File: src/rtl/sgv_pkg.sv
// Types, constants and the sat32 helper shared by the spring grid Verlet step block.
package sgv_pkg;

  localparam int unsigned DATA_W    = 32;
  localparam int unsigned CFG_IDX_W = 2;

  localparam logic [CFG_IDX_W-1:0] REG_SPRING_COEFF = 2'd0;
  localparam logic [CFG_IDX_W-1:0] REG_VEL_SCALE    = 2'd1;

  localparam logic [DATA_W-1:0] SPRING_COEFF_RST = 32'd429;
  localparam logic [DATA_W-1:0] VEL_SCALE_RST    = 32'd327680000;

  localparam logic [1:0] OP_LOAD = 2'd0;
  localparam logic [1:0] OP_STEP = 2'd1;
  localparam logic [1:0] OP_READ = 2'd2;

  typedef enum logic [4:0] {
    ST_CLEAR,
    ST_IDLE,
    ST_DISPATCH,
    ST_LOAD_PREV,
    ST_LOAD_CURR,
    ST_READ_ISSUE,
    ST_READ_OUT,
    ST_SC_CENTER,
    ST_SC_COPY,
    ST_SC_VERT,
    ST_SC_HORZ,
    ST_SC_LAP,
    ST_SC_KABS,
    ST_SC_KHI,
    ST_SC_KLO,
    ST_SC_NEW,
    ST_SC_VABS,
    ST_SC_VHI,
    ST_SC_VLO,
    ST_SC_WB
  } state_e;

  typedef enum logic [2:0] {
    RD_NONE,
    RD_NODE,
    RD_CENTER,
    RD_VERT,
    RD_HORZ
  } rd_e;

  typedef enum logic [1:0] {
    WR_LD_PREV,
    WR_LD_CURR,
    WR_COPY,
    WR_NEW
  } wr_e;

  typedef enum logic [3:0] {
    DP_NONE,
    DP_CAPTURE,
    DP_SUM_VERT,
    DP_LAP,
    DP_KABS,
    DP_MUL_HI,
    DP_MUL_LO,
    DP_NEW,
    DP_VABS
  } dp_op_e;

  typedef struct packed {
    logic   capture;
    rd_e    rd_kind;
    logic   pos_we;
    wr_e    wsel;
    logic   vel_we;
    logic   vel_clear;
    dp_op_e dp_op;
    logic   fsel_vel;
    logic   out_load;
    logic   scan_clear;
    logic   scan_next;
    logic   rotate;
  } cmd_t;

  typedef struct packed {
    logic [1:0] op;
    logic       on_grid;
    logic       border;
    logic       scan_last;
    logic       clr_last;
    logic       out_busy;
  } status_t;

  function automatic logic [DATA_W-1:0] sat32(logic signed [55:0] v);
    logic [DATA_W-1:0] r;
    if (v > 56'sd2147483647) begin
      r = 32'h7fff_ffff;
    end else if (v < -56'sd2147483648) begin
      r = 32'h8000_0000;
    end else begin
      r = v[31:0];
    end
    return r;
  endfunction

endpackage

File: src/rtl/sgv_ctrl.sv
// Controller state machine that sequences loads, reads and the grid step.
module sgv_ctrl (
  input  logic             clk_i,
  input  logic             rst_ni,
  input  logic             in_valid_i,
  input  sgv_pkg::status_t status_i,
  output logic             in_ready_o,
  output sgv_pkg::cmd_t    cmd_o
);
  import sgv_pkg::*;

  state_e state_q, state_d;

  always_ff @(posedge clk_i or negedge rst_ni) begin
    if (!rst_ni) begin
      state_q <= ST_CLEAR;
    end else begin
      state_q <= state_d;
    end
  end

  always_comb begin
    state_d = state_q;
    case (state_q)
      ST_CLEAR: if (status_i.clr_last) state_d = ST_IDLE;
      ST_IDLE: if (in_valid_i) state_d = ST_DISPATCH;
      ST_DISPATCH: begin
        case (status_i.op)
          OP_LOAD: state_d = status_i.on_grid ? ST_LOAD_PREV : ST_IDLE;
          OP_STEP: state_d = ST_SC_CENTER;
          OP_READ: state_d = ST_READ_ISSUE;
          default: state_d = ST_IDLE;
        endcase
      end
      ST_LOAD_PREV: state_d = ST_LOAD_CURR;
      ST_LOAD_CURR: state_d = ST_IDLE;
      ST_READ_ISSUE: state_d = ST_READ_OUT;
      ST_READ_OUT: if (!status_i.out_busy) state_d = ST_IDLE;
      ST_SC_CENTER: state_d = status_i.border ? ST_SC_COPY : ST_SC_VERT;
      ST_SC_COPY: state_d = status_i.scan_last ? ST_IDLE : ST_SC_CENTER;
      ST_SC_VERT: state_d = ST_SC_HORZ;
      ST_SC_HORZ: state_d = ST_SC_LAP;
      ST_SC_LAP: state_d = ST_SC_KABS;
      ST_SC_KABS: state_d = ST_SC_KHI;
      ST_SC_KHI: state_d = ST_SC_KLO;
      ST_SC_KLO: state_d = ST_SC_NEW;
      ST_SC_NEW: state_d = ST_SC_VABS;
      ST_SC_VABS: state_d = ST_SC_VHI;
      ST_SC_VHI: state_d = ST_SC_VLO;
      ST_SC_VLO: state_d = ST_SC_WB;
      ST_SC_WB: state_d = status_i.scan_last ? ST_IDLE : ST_SC_CENTER;
      default: state_d = ST_IDLE;
    endcase
  end

  always_comb begin
    cmd_o      = '0;
    cmd_o.rd_kind = RD_NONE;
    cmd_o.wsel    = WR_NEW;
    cmd_o.dp_op   = DP_NONE;
    in_ready_o = 1'b0;
    case (state_q)
      ST_CLEAR: begin
        cmd_o.vel_we    = 1'b1;
        cmd_o.vel_clear = 1'b1;
      end
      ST_IDLE: begin
        in_ready_o    = 1'b1;
        cmd_o.capture = in_valid_i;
      end
      ST_DISPATCH: cmd_o.scan_clear = 1'b1;
      ST_LOAD_PREV: begin
        cmd_o.pos_we = 1'b1;
        cmd_o.wsel   = WR_LD_PREV;
      end
      ST_LOAD_CURR: begin
        cmd_o.pos_we = 1'b1;
        cmd_o.wsel   = WR_LD_CURR;
      end
      ST_READ_ISSUE: cmd_o.rd_kind = RD_NODE;
      ST_READ_OUT: cmd_o.out_load = !status_i.out_busy;
      ST_SC_CENTER: cmd_o.rd_kind = RD_CENTER;
      ST_SC_COPY: begin
        cmd_o.pos_we    = 1'b1;
        cmd_o.wsel      = WR_COPY;
        cmd_o.scan_next = 1'b1;
        cmd_o.rotate    = status_i.scan_last;
      end
      ST_SC_VERT: begin
        cmd_o.rd_kind = RD_VERT;
        cmd_o.dp_op   = DP_CAPTURE;
      end
      ST_SC_HORZ: begin
        cmd_o.rd_kind = RD_HORZ;
        cmd_o.dp_op   = DP_SUM_VERT;
      end
      ST_SC_LAP: cmd_o.dp_op = DP_LAP;
      ST_SC_KABS: cmd_o.dp_op = DP_KABS;
      ST_SC_KHI: cmd_o.dp_op = DP_MUL_HI;
      ST_SC_KLO: cmd_o.dp_op = DP_MUL_LO;
      ST_SC_NEW: cmd_o.dp_op = DP_NEW;
      ST_SC_VABS: cmd_o.dp_op = DP_VABS;
      ST_SC_VHI: begin
        cmd_o.dp_op    = DP_MUL_HI;
        cmd_o.fsel_vel = 1'b1;
      end
      ST_SC_VLO: begin
        cmd_o.dp_op    = DP_MUL_LO;
        cmd_o.fsel_vel = 1'b1;
      end
      ST_SC_WB: begin
        cmd_o.pos_we    = 1'b1;
        cmd_o.wsel      = WR_NEW;
        cmd_o.vel_we    = 1'b1;
        cmd_o.scan_next = 1'b1;
        cmd_o.rotate    = status_i.scan_last;
      end
      default: ;
    endcase
  end

endmodule

File: config.mk
export PLATFORM = sky130hd
export DESIGN_NAME = sgv_ctrl
export DESIGN_NICKNAME = d
export VERILOG_FILES = /design/src/rtl/sgv_pkg.sv /design/src/rtl/sgv_ctrl.sv
export SDC_FILE = /design/constraint.sdc
export NUM_CORES = 1
export LEC_CHECK = 0
export BUFFER_PORTS_ARGS = -buffer_cell sky130_fd_sc_hd__buf_2
export CELL_PAD_IN_SITES_DETAIL_PLACEMENT = 0
export CELL_PAD_IN_SITES_GLOBAL_PLACEMENT = 1
export CORE_ASPECT_RATIO = 1.25
export CORE_MARGIN = 10
export CORE_UTILIZATION = 35
export CTS_CLUSTER_SIZE = 24
export DETAILED_ROUTE_END_ITERATION = 7
export PLACE_DENSITY = 0.9
export SYNTH_ARGS = -nofsm -noshare
export SYNTH_HDL_FRONTEND = slang
export SYNTH_SLANG_ARGS = --single-unit
File: constraint.sdc
create_clock -name clk_i -period 2.4 [get_ports clk_i]
set_clock_uncertainty 0.15 [all_clocks]
set_input_delay 0.24 -clock clk_i [delete_from_list [all_inputs] [get_ports clk_i]]
set_output_delay 0.24 -clock clk_i [all_outputs]
set_load 0.01 [all_outputs]
* Word level (Yosys, flattened, before mapping)
Cells that the tools add are included.
** Word-level totals
- Register bits after elaboration :: 5
- Latch bits :: 0
- RAM bits :: 0
- Memory bits (read-only) :: 0
- Bits of input ports :: 10
- Output and inout port bits :: 19
- Memories kept :: 0
** Cells by class
- Add/sub/neg operators :: 0
- $mul :: 0
- Div/mod/pow operators :: 0
- Magnitude comparators :: 0
- Equality and inequality tests :: 24
- Shift-type cells :: 0
- Multiplexer cells :: 19
- Bitwise gates (word level) :: 0
- Reductions and logical operators :: 9
** Operator list (count)
- one-hot mux 5 bit (18 select lines) :: 1
- == test 5 x 4 -> 1 bit, second input constant :: 8
- one-hot mux 4 bit (8 select lines) :: 1
- one-hot mux 3 bit (4 select lines) :: 2
- == test 5 x 3 -> 1 bit, second input constant :: 4
- == test 5 bit, second input constant :: 4
- 2-to-1 mux 5 bit :: 3
- == test 5 x 2 -> 1 bit, second input constant :: 2
- OR reduction 2 bit :: 5
- one-hot mux 3 bit (3 select lines) :: 1
- 2-to-1 mux 1 bit :: 8
- inequality test 2 bit, second input constant :: 3
- == test 5 x 1 -> 1 bit, second input constant :: 1
- zero test 5 bit :: 1
- 2-to-1 mux 2 bit :: 2
- 2-to-1 mux 3 bit :: 1
- AND reduction 3 bit :: 1
- == test 2 x 1 -> 1 bit, second input constant :: 1
- == test 2 bit, second input constant :: 1
- zero test 2 bit :: 1
- zero test 1 bit :: 1

* Depth between registers and ports, before layout
- Depth in word-level cells :: 3
- Mapped depth :: 6

* Worst setup path after synthesis
OpenSTA, ideal clock, no wires.
- Path kind :: reg-to-output
- From :: register state_q[0]
- To :: output cmd_o[10] (netlist bit)
- Data arrival time :: 1.234 ns
- Data required time :: 2.010 ns
- Slack :: 0.776 ns
- Cell stages (with the launch flop) :: 6
- Buffers on the path :: 2
- Path through :: dfrtp_1 -> buf_6 -> buf_8 -> or2_4 -> mux2_2 -> nor2_2
** RTL lines
- from (decl) :: line sgv_ctrl.sv:12 : state_e state_q, state_d;
- from (signal assigned) :: line sgv_ctrl.sv:18 : state_q <= state_d;
- to (decl) :: line sgv_ctrl.sv:8 : output sgv_pkg::cmd_t cmd_o

==> results.yml <==
detailed_routing:
  drt_pass1_iterations: 4
  drt_iter0_markers: 45
  antenna_left: 0
  drt-total-wl_mm: 2.20
  via_per_inst: 5.46
  avgRoutedWirePerCell_um: 14.3
  drc_errors: 0
  vias: 841
synthesis:
  synth.area.top_cells: "dfrtp_1 16%, a21oi_1 7.9%, buf_6 5.9%"
  ys_top_cells_by_count: "12 x a21oi_1, 9 x nand2_1, 9 x nor2_1"
  syn_area_sq_um: 762
  yosys_warnings: 0
  synthCells: 108
  synth_enable_flop_cells: 0
  synthArstFlopShare_pct: 100
  yosysMostFrequentCell: "a21oi_1"
  synth_top_cell_by_area: "dfrtp_1"
  ys_ff_latch: 5
  seq_area_frac_synth_pct: 16.4
  synth_cell_type_count: 39
  syn_area_per_cell_sq_um: 7.06
  ys.flop_type: "dfrtp_1"
  syn_nets: 119
  synth.top_cell.area_share_pct: 16.4
worst_setup_path:
  critPathKind: "flop to output pin"
  max_stage_delay_ns: 0.66
  worstPathRequired_ns: 2.01
  start_kind: "flop"
  arrival_ns: 1.78
  end_kind: "output pin"
  crit_slowest_cell: "dfrtp_1"
  worstPathCellList: "nor2b_1 -> a21oi_1 -> or3_1 -> nand2b_1 -> buf_2"
  crit_fanout: 19
sta:
  setup_tns_ns: 0
  slew-limit-headroom_pct: 64.8
  rsz0062_at_grt: "false"
  maxSlewViolCount: 0
  hold_viol: 0
  period_share_pct: 90.4
  min_period_ns: 2.17
  worst_slew_pin_slew_ns: 0.528
  setup_viol: 0
  max_freq_mhz: 461
layout:
  largest_reg_flops: 5
  largestRegisters: "state_q x5"
  nets: 146
  drive_above_1_share_pct: 29.1
  top_register: "state_q"
  final_util_pct: 44.2
  area_growth_pct: 17.6
  num_antenna_cells: 0
clocking:
  cts_resized: 0
  clockRootBuffer: "clkbuf_4"
  cts.htree.levels: 1
  cts_buffers: 3
  clock_sinks: 5
  cts_buffer_depth: 2
  cts_tree: "built"
  clk_latency_ns: 0.24
  path_clk_slew_ns: 0.04
floorplan:
  core_sq_um: 2030
  io_pins: 29
  initial_utilization_pct: 37.6
  die_h_um: 72.2
  die_area_sq_um: 4460
  die_w_um: 61.7
  num_rows: 18
grt:
  track_usage_pct: 10.5
  grt_pass1_wl_mm: 3.80
  grt_pass1_vias: 832
  overflow: 0
  grt_max_degree: 20
  antenna_found_initial: 0
power_and_ir_drop:
  power-per-cell-area_nw_per_um2: 1120
  cellLeakagePower_nw: 0.468
  ir_worst_vdd_v: 0.000539
run_status:
  status: "complete, no violations"
hold_path:
  hold_path.class: "input pin to asynchronous set/reset pin"
placement:
  port_buffers: 28
  place_hpwl_mm: 1.74
  place_congestion: 0.816
run:
  cap_viol_max_count: 0
## cells by family after synthesis
group / Yosys count / share of synthesized area (%)
and+or+nand+nor: 52 / 37.8
AOI/OAI and AO/OA: 29 / 24.5
buffers and inverters: 18 / 15.8
DFF: 5 / 16.4
muxes: 2 / 2.79
xor gates and xnor gates: 1 / 1.15
adders and majority gates: 1 / 1.64
## placed cells by master, fill, tap and decap left out, types with 2 or more instances in the layout
master	Yosys	layout
buf_2	3	28
a21oi_1	12	12
nor2_1	9	9
nand2_1	9	9
inv_1	8	8
nor2b_1	6	6
nand2b_1	5	5
nor3_1	5	5
dfrtp_1	5	5
o21ai_0	3	3
a22oi_1	3	3
clkbuf_4	0	3
buf_4	2	3
and2b_1	2	2
nand3_1	2	2
or3_1	2	2
and3_1	2	2
nor2_2	2	2
nor4_1	2	2
a2bb2oi_1	2	2
o211ai_1	2	2
## worst paths after layout
kind / start / slack, ns / cells past startpoint / endpoint
min in group clk_i: status_i[2] / 0.26 / 3 / state_q[1]
min: rst_ni / 0.20 / 2 / state_q[3]
max: state_q[1] / 0.23 / 5 / cmd_o[13]
max in group asynchronous: rst_ni / 1.77 / 2 / state_q[2]
min reg2reg: state_q[3] / 0.62 / 2 / state_q[4]
max reg2reg: state_q[1] / 0.61 / 4 / state_q[2]
## metrics by stage
step	area, sq um	power [mW]	setup slack, ns	hold slack [ns]	cells
floorplan	762	0.782	0.776	-0.206	108
CTS	896	1.01	0.242	0.191	154
global route	896	1.12	0.0549	0.203	154
detailed placement	860	0.907	0.505	-0.0883	149
global placement	860	0.901	0.562	-0.0908	149
finish	896	1.01	0.231	0.199	154
## critical path: cells and delay by family, from the launching register on
kind | cells | cell delay, ns
flops | 1 | 0.66
buf+inv | 1 | 0.12
simple gates | 3 | 0.67
compound gates | 1 | 0.08
## per-layer routing
layer | vias to the layer above | routed length [um] | track usage, %
met5 | - | 0 | 0
met1 | 377 | 948 | 12.2
met4 | 0 | 0 | 3.98
met3 | 0 | 147 | 2.79
li1 | 430 | - | -
met2 | 34 | 1100 | 17.5
## area by class of cell
type,count,area (sq um)
clock buffer,4,26.3
sequential,5,125
multi-input combinational,85,517
inverter,8,30.0
tap,20,25.0
fill,231,1130
timing repair buffer,32,173
## report_power, final
group	internal (mW)	total [mW]	switching (mW)
registers	0.113	0.223	0.110
logic	0.308	0.688	0.380
clock network	0.0627	0.0955	0.0327
## repair_timing
item	4_1_cts	5_1_grt
hold endpoints to repair	5	0
hold buffers	1	0
buffers inserted	0	0
Note: power is estimated with default switching activity, not from simulation.
